<file path="src/sv/mcc_pkg.sv">
// Package: Morse code table, character constants and lookup functions for the codec.
`timescale 1ns / 1ps
`default_nettype none
package mcc_pkg;

  localparam int CODE_COUNT   = 36;
  localparam int LETTER_COUNT = 26;
  localparam int MAX_ELEMENTS = 5;

  localparam logic [7:0] LETTER_BASE = 8'd65;
  localparam logic [7:0] DIGIT_BASE  = 8'd48;
  localparam logic [7:0] LOWER_BASE  = 8'd97;
  localparam logic [7:0] CASE_OFFSET = 8'd32;
  localparam logic [7:0] CHR_DOT     = 8'h2E;
  localparam logic [7:0] CHR_DASH    = 8'h2D;
  localparam logic [7:0] CHR_SPACE   = 8'h20;

  typedef struct packed {
    logic       hit;
    logic [2:0] len;
    logic [4:0] pat;
  } enc_code_t;

  typedef struct packed {
    logic       hit;
    logic [7:0] chr;
  } dec_char_t;

  // first element in bit 4, dash is 1
  localparam logic [4:0] CODE_PAT [CODE_COUNT] = '{
    5'b01000, 5'b10000, 5'b10100, 5'b10000, 5'b00000, 5'b00100, 5'b11000,
    5'b00000, 5'b00000, 5'b01110, 5'b10100, 5'b01000, 5'b11000, 5'b10000,
    5'b11100, 5'b01100, 5'b11010, 5'b01000, 5'b00000, 5'b10000, 5'b00100,
    5'b00010, 5'b01100, 5'b10010, 5'b10110, 5'b11000,
    5'b11111, 5'b01111, 5'b00111, 5'b00011, 5'b00001, 5'b00000, 5'b10000,
    5'b11000, 5'b11100, 5'b11110
  };

  localparam logic [2:0] CODE_LEN [CODE_COUNT] = '{
    3'd2, 3'd4, 3'd4, 3'd3, 3'd1, 3'd4, 3'd3, 3'd4, 3'd2, 3'd4, 3'd3, 3'd4,
    3'd2, 3'd2, 3'd3, 3'd4, 3'd4, 3'd3, 3'd3, 3'd1, 3'd3, 3'd4, 3'd3, 3'd4,
    3'd4, 3'd4,
    3'd5, 3'd5, 3'd5, 3'd5, 3'd5, 3'd5, 3'd5, 3'd5, 3'd5, 3'd5
  };

  function automatic logic [7:0] code_char(input int k);
    if (k < LETTER_COUNT) begin
      return LETTER_BASE + 8'(k);
    end
    return DIGIT_BASE + 8'(k - LETTER_COUNT);
  endfunction

  function automatic enc_code_t encode_lookup(input logic [7:0] c);
    logic [7:0] up;
    enc_code_t  res;
    up  = c;
    res = '0;
    if (c >= LOWER_BASE && c <= LOWER_BASE + 8'd25) begin
      up = c - CASE_OFFSET;
    end
    for (int k = 0; k < CODE_COUNT; k++) begin
      if (up == code_char(k)) begin
        res.hit = 1'b1;
        res.len = res.len | CODE_LEN[k];
        res.pat = res.pat | CODE_PAT[k];
      end
    end
    return res;
  endfunction

  function automatic dec_char_t decode_lookup(input logic [2:0] len, input logic [4:0] pat);
    dec_char_t res;
    res = '0;
    for (int k = 0; k < CODE_COUNT; k++) begin
      if (len == CODE_LEN[k] && pat == CODE_PAT[k]) begin
        res.hit = 1'b1;
        res.chr = res.chr | code_char(k);
      end
    end
    return res;
  endfunction

endpackage
`default_nettype wire

</file>
<file path="src/sv/morse_code_codec_unit.sv">
// Streaming International Morse codec for letters and digits, encode and decode.
`timescale 1ns / 1ps
`default_nettype none
// Each accepted character is translated into a job register, and the output
// register then sends one beat per cycle while out_tready allows: a letter or
// digit in encode mode takes its element count plus one beats (two to six beats), a
// space one beat, and any other character none. A new character is taken in the
// cycle the current job sends its last beat, leaving no gap between characters.
// Decode mode gathers dots and dashes into a group and sends one beat, with tlast
// set, when a space closes a group that matches a letter or digit. cfg_data bit 0
// selects the direction (0 encode, 1 decode); write it only while the block is idle.
module morse_code_codec_unit
  import mcc_pkg::*;
(
  input  wire logic       clk,
  input  wire logic       rst_n,
  input  wire logic       cfg_valid,
  output logic            cfg_ready,
  input  wire logic       cfg_data,     // direction
  input  wire logic       in_tvalid,
  output logic            in_tready,
  input  wire logic [7:0] in_tdata,     // [7:0] in_char
  output logic            out_tvalid,
  input  wire logic       out_tready,
  output logic [7:0]      out_tdata,    // [7:0] out_char
  output logic            out_tlast     // last
);

  logic       direction_r;
  logic [4:0] grp_pat_r, grp_pat_nxt;
  logic [2:0] grp_len_r, grp_len_nxt;
  logic       grp_bad_r, grp_bad_nxt;

  logic       job_valid_r, job_valid_nxt;
  logic [4:0] job_pat_r, job_pat_nxt;
  logic [2:0] job_rem_r, job_rem_nxt;
  logic [7:0] job_char_r, job_char_nxt;

  logic       out_valid_r, out_valid_nxt;
  logic [7:0] out_data_r, out_data_nxt;
  logic       out_last_r, out_last_nxt;

  logic       in_fire, out_load, job_done;
  logic       is_elem;
  logic [4:0] grp_aligned;
  enc_code_t  enc;
  dec_char_t  dec;

  assign cfg_ready  = 1'b1;
  assign out_load   = job_valid_r && (!out_valid_r || out_tready);
  assign job_done   = out_load && (job_rem_r == 3'd0);
  assign in_tready  = !job_valid_r || job_done;
  assign in_fire    = in_tvalid && in_tready;
  assign out_tvalid = out_valid_r;
  assign out_tdata  = out_data_r;
  assign out_tlast  = out_last_r;

  assign is_elem     = (in_tdata == CHR_DOT) || (in_tdata == CHR_DASH);
  assign grp_aligned = 5'(grp_pat_r << (3'd5 - grp_len_r));
  assign enc         = encode_lookup(in_tdata);
  assign dec         = decode_lookup(grp_len_r, grp_aligned);

  // translate the accepted character into a job and update the group
  always_comb begin
    grp_pat_nxt   = grp_pat_r;
    grp_len_nxt   = grp_len_r;
    grp_bad_nxt   = grp_bad_r;
    job_valid_nxt = job_valid_r && !job_done;
    job_pat_nxt   = job_pat_r;
    job_rem_nxt   = job_rem_r;
    job_char_nxt  = job_char_r;
    if (out_load && job_rem_r != 3'd0) begin
      job_pat_nxt = {job_pat_r[3:0], 1'b0};
      job_rem_nxt = job_rem_r - 3'd1;
    end
    if (in_fire) begin
      job_valid_nxt = 1'b0;
      job_pat_nxt   = '0;
      job_rem_nxt   = '0;
      job_char_nxt  = CHR_SPACE;
      if (!direction_r) begin
        if (enc.hit) begin
          job_valid_nxt = 1'b1;
          job_pat_nxt   = enc.pat;
          job_rem_nxt   = enc.len;
        end else if (in_tdata == CHR_SPACE) begin
          job_valid_nxt = 1'b1;
        end
      end else if (is_elem) begin
        if (grp_len_r < 3'(MAX_ELEMENTS)) begin
          grp_pat_nxt = {grp_pat_r[3:0], in_tdata == CHR_DASH};
          grp_len_nxt = grp_len_r + 3'd1;
        end else begin
          grp_bad_nxt = 1'b1;
        end
      end else if (in_tdata != CHR_SPACE) begin
        grp_bad_nxt = 1'b1;
      end else begin
        job_valid_nxt = !grp_bad_r && (grp_len_r != 3'd0) && dec.hit;
        job_char_nxt  = dec.chr;
        grp_pat_nxt   = '0;
        grp_len_nxt   = '0;
        grp_bad_nxt   = 1'b0;
      end
    end
  end

  always_comb begin
    out_valid_nxt = out_valid_r && !out_tready;
    out_data_nxt  = out_data_r;
    out_last_nxt  = out_last_r;
    if (out_load) begin
      out_valid_nxt = 1'b1;
      if (job_rem_r != 3'd0) begin
        out_data_nxt = job_pat_r[4] ? CHR_DASH : CHR_DOT;
        out_last_nxt = 1'b0;
      end else begin
        out_data_nxt = job_char_r;
        out_last_nxt = 1'b1;
      end
    end
  end

  always_ff @(posedge clk) begin
    if (!rst_n) begin
      direction_r <= 1'b0;
      grp_pat_r   <= '0;
      grp_len_r   <= '0;
      grp_bad_r   <= 1'b0;
      job_valid_r <= 1'b0;
      out_valid_r <= 1'b0;
    end else begin
      if (cfg_valid && cfg_ready) begin
        direction_r <= cfg_data;
      end
      grp_pat_r   <= grp_pat_nxt;
      grp_len_r   <= grp_len_nxt;
      grp_bad_r   <= grp_bad_nxt;
      job_valid_r <= job_valid_nxt;
      out_valid_r <= out_valid_nxt;
    end
  end

  always_ff @(posedge clk) begin
    job_pat_r  <= job_pat_nxt;
    job_rem_r  <= job_rem_nxt;
    job_char_r <= job_char_nxt;
    out_data_r <= out_data_nxt;
    out_last_r <= out_last_nxt;
  end

endmodule
`default_nettype wire

</file>
<file path="config.mk">
export PLATFORM = sky130hd
export DESIGN_NAME = morse_code_codec_unit
export DESIGN_NICKNAME = d
export VERILOG_FILES = /design/src/sv/mcc_pkg.sv /design/src/sv/morse_code_codec_unit.sv
export SDC_FILE = /design/constraint.sdc
export NUM_CORES = 1
export LEC_CHECK = 0
export BUFFER_PORTS_ARGS = -buffer_cell sky130_fd_sc_hd__buf_4
export CAP_MARGIN = 30
export CORE_AREA = 10 10 88 90
export CTS_CLUSTER_SIZE = 16
export DETAILED_ROUTE_END_ITERATION = 6
export DIE_AREA = 0 0 98 100
export PLACE_DENSITY = 0.8
export SYNTH_ARGS = -nofsm -noshare
export SYNTH_HDL_FRONTEND = slang
export SYNTH_SLANG_ARGS = --single-unit
</file>
<file path="constraint.sdc">
create_clock -name clk -period 2.7 [get_ports clk]
set_input_delay 0.27 -clock clk [delete_from_list [all_inputs] [get_ports clk]]
set_output_delay 0.27 -clock clk [all_outputs]
set_load 0.1 [all_outputs]
</file>
==> PnR_summary.wiki <==
{| class="wikitable"
! Metric !! Value
|-
| Status || finished clean
|-
| Clock latency on the worst-skew pair || about 0.29 ns
|-
| Syn Nets || roughly 420
|-
| Number of standard cells in the layout, taps in and fillers out || ~490
|-
| CTS Hold Buffers Added || 0
|-
| Worst setup path start || grp_len_r[1]
|-
| Total iterations of the first detailed-routing run || 7
|-
| Largest family of logic cells by synthesized area || compound AO/OA/AOI/OAI gates
|-
| Req. time, crit path || about 2.7 ns
|-
| Arrival time at the worst endpoint || about 2.6 ns
|-
| Total via count after detailed routing || about 3.2k
|-
| Port Buffers || 23
|-
| Synth area leaders || sky130_fd_sc_hd__edfxtp_1 21%, sky130_fd_sc_hd__dfxtp_1 7.4%, sky130_fd_sc_hd__nand2_1 4.4%
|-
| Cell row count || 29
|-
| Synthesized-area fraction occupied by adder cells || just under 4%
|-
| Fraction of layout cells with a size suffix above 1 || around 20%
|-
| Post-DR vias/cell || 6.525
|-
| Final hold viol count || 0
|-
| Nature of the critical path startpoint || register
|-
| Count of state elements after synthesis || 35
|-
| Flop2flop setup slack || 0.16 ns
|-
| Clock tree from TritonCTS || built
|-
| Die Y || approximately 100 µm
|-
| Worst Min Path Start || rst_n
|-
| Mean Syn Cell Area || ~8.2 µm²
|-
| Maximum level of the CTS H-tree || 2
|-
| End-of-flow core utilization || between 50% and 60%
|-
| Number of antenna violations at the first check in global routing || 0
|-
| Wirelength, routed || 8.380 mm
|-
| Area share of and/or/nand/nor cells after synthesis || about a quarter
|-
| CTS buffer count || 5
|-
| Post-DP HPWL || about 6.2 mm
|-
| Post-synth EDFFs || 23
|-
| Routability Congestion || roughly 0.96
|-
| Final setup vio count || 0
|-
| Maximum operating frequency || 0.3930 GHz
|-
| Number of maximum-capacitance constraint violations || 0
|-
| Largest buffer count on any clock path || 2
|-
| Cell count after placement || slightly below 500
|-
| Global-route wire length before repair || about 14 mm
|-
| Top_reg_cell synth || sky130_fd_sc_hd__edfxtp_1
|-
| Final cycle utilization of the critical path || between 90% and 100%
|-
| Final clock skew || around 0.0056 ns
|-
| Floorplan Core Area || just over 6000 µm²
|-
| Count of different cell masters after synthesis || 81
|-
| Relative slew slack || a little under 50%
|-
| Worst r2r dst || job_char_r[6]
|-
| Post-synthesis sequential area ratio || between 20 and 30%
|-
| Post-synthesis compound-gate area fraction || 31.91%
|-
| Static power due to leakage || about 1.2 nW
|-
| Leading cell type by number of instances after synthesis || sky130_fd_sc_hd__nand2_1
|-
| Post-synthesis to final-layout area growth || 12.91%
|-
| Post-synthesis cell type with the largest combined area || sky130_fd_sc_hd__edfxtp_1
|-
| Power density over the cells || between 300 and 400 nW/µm²
|-
| Number of cells produced by synthesis || about 400
|-
| Yosys warning count || 0
|-
| Area of the mapped netlist || 3247 µm²
|-
| Hold endpoint || out_tvalid
|-
| Top-level I/O count || 26
|-
| Worst r2r src || grp_len_r[1]
|-
| Number of violations reported at the end of detailed-routing iteration 0 || 439
|-
| Total Die Area || slightly below 10000 µm²
|-
| Worst-Margin Slew || between 0.7 and 0.8 ns
|-
| Horizontal die dimension || around 98 µm
|-
| Slew Viols, Final || 0
|-
| All-layer global routing usage || between 15 and 20%
|-
| Biggest fanout along the worst timing path || 9
|-
| Clock period minus final worst setup slack || 2.545 ns
|-
| Clock transition at the registers of the reported paths || 0.08 ns
|-
| DRC || 0
|-
| Fraction of synthesis flops using an asynchronous set or reset pin || 0%
|-
| Multiplexer share of the synthesized area || about 2.6%
|-
| Drt wl/cell || between 15 and 20 µm
|-
| Worst vdd rail ir drop || roughly 0.23 mV
|-
| Root buf cell || sky130_fd_sc_hd__clkbuf_8
|-
| Vias in the first global route || around 2.9k
|-
| Count of clock tree sinks || 35
|-
| Cell depth of the worst min-delay path || 2
|-
| Global route total overflow || 0
|-
| Yosys top cell area share || between 20% and 30%
|-
| Most frequent cells after synthesis || 38 x sky130_fd_sc_hd__nand2_1, 25 x sky130_fd_sc_hd__nor2_1, 23 x sky130_fd_sc_hd__a21oi_1, 23 x sky130_fd_sc_hd__edfxtp_1, 22 x sky130_fd_sc_hd__o21ai_0
|-
| Initial core utilization || a little over half
|-
| Register-to-Register Path Depth || 9
|-
| Path class of the lowest-slack min-delay path || in2reg
|-
| Maximum number of pins on one net before global-route repair || 24
|-
| Final net count || roughly 440
|-
| Endpoint class of the critical path || register
|-
| ANT nets after route || 0
|-
| Total inserted antenna cells || 0
|-
| Classification of the worst setup path || reg2reg
|-
| Fraction of synthesized cell area in xor and xnor cells || between 1.5 and 2%
|}
==> worst max path at each step <==
stage | to | slack (ns)
detailed placement | job_char_r[6] | 0.11
global placement | job_pat_r[0] | 0.12
finish | job_char_r[6] | 0.16
floorplan | job_char_r[2] | 0.02
global route | job_char_r[6] | -0.0006
CTS | job_char_r[2] | 0.1
==> metrics by stage <==
| stage | power (mW) | hold WS, ns | setup TNS (ns) | setup slack (ns) | cell area, µm² |
|---|---|---|---|---|---|
| 3_3_place_gp | 0.8778 | 0.4604 | 0 | 0.1223 | 3523 |
| 5_1_grt | 1.404 | 0.2777 | -0.0006202 | -0.0006202 | 3666 |
| 6_report | 1.347 | 0.2796 | 0 | 0.1553 | 3666 |
| 4_1_cts | 1.357 | 0.2632 | 0 | 0.09893 | 3636 |
| 2_1_floorplan | 0.8191 | 0.4238 | 0 | 0.01697 | 3261 |
| 3_5_place_dp | 0.8858 | 0.4664 | 0 | 0.1098 | 3523 |
==> flip-flops by register name, summed over array words and instances (netlist names) <==
name,flops
grp_pat_r,5
out_tdata,7
job_rem_r,3
job_char_r,7
grp_bad_r,1
grp_len_r,3
job_pat_r,5
out_tvalid,1
out_tlast,1
job_valid_r,1
direction_r,1
==> metal layers <==
| metal | track usage, % | share of wire [%] | vias to the layer above |
|---|---|---|---|
| li1 | - | - | 1529 |
| met1 | 22.26 | 46 | 1493 |
| met2 | 24.87 | 45 | 182 |
| met3 | 3.915 | 8.8 | 13 |
| met4 | 3.691 | 1.1 | 0 |
| met5 | 0 | 0 | - |
==> area by class of cell <==
cell class	instances	area, µm²
Clock buffer	5	68.82
Fill cell	533	2466
Sequential cell	35	932.1
Inverter	16	60.06
Clock inverter	3	43.79
Timing Repair Buffer	44	330.3
Tap cell	77	96.34
Multi-Input combinational cell	313	2135
==> placed cells by master, fill, tap and decap left out, drive strengths merged, types with 9 or more instances in the layout <==
cell type,synthesis,routed
nor3,15,15
ha,10,10
nor2b,9,9
a21oi,24,24
inv,14,14
nand2b,11,11
edfxtp,23,23
dfxtp,12,12
buf,20,44
nor2,26,26
nand3,16,16
o21ai,27,27
nand2,38,38
==> power breakdown <==
group | leakage, nW | switching [mW] | internal (mW)
sequential | 0.316 | 0.0115 | 0.603
combinational | 0.865 | 0.176 | 0.0849
clock | 0.0581 | 0.197 | 0.275
total | 1.24 | 0.384 | 0.963
==> repair_timing <==
item | 4_1_cts | 5_1_grt
gates resized for setup | 0 | 6
buffers inserted | 0 | 0
endpoints found under the setup margin | 0 | 5
==> critical path, cell delays in order, from the launching register on <==
cell and delay (ns):
sky130_fd_sc_hd__dfxtp_1 0.34, sky130_fd_sc_hd__inv_1 0.06, sky130_fd_sc_hd__ha_2 0.41, sky130_fd_sc_hd__and3b_1 0.22
sky130_fd_sc_hd__o21ai_2 0.22, sky130_fd_sc_hd__nand2_2 0.18, sky130_fd_sc_hd__a221oi_2 0.36, sky130_fd_sc_hd__o221ai_1 0.24
sky130_fd_sc_hd__nor3_1 0.22, sky130_fd_sc_hd__nor2_1 0.05
==> cells by family (layout without fill, tap and decap cells) <==
logic type      Yosys count  after routing
mux                       7              7
fa+ha+maj                10             10
xor+xnor                  6              6
flops                    35             35
compound gates          136            136
buf+inv                  46             68
simple gates            152            152
other cells               2              2
(Power assumes the default switching activity.)
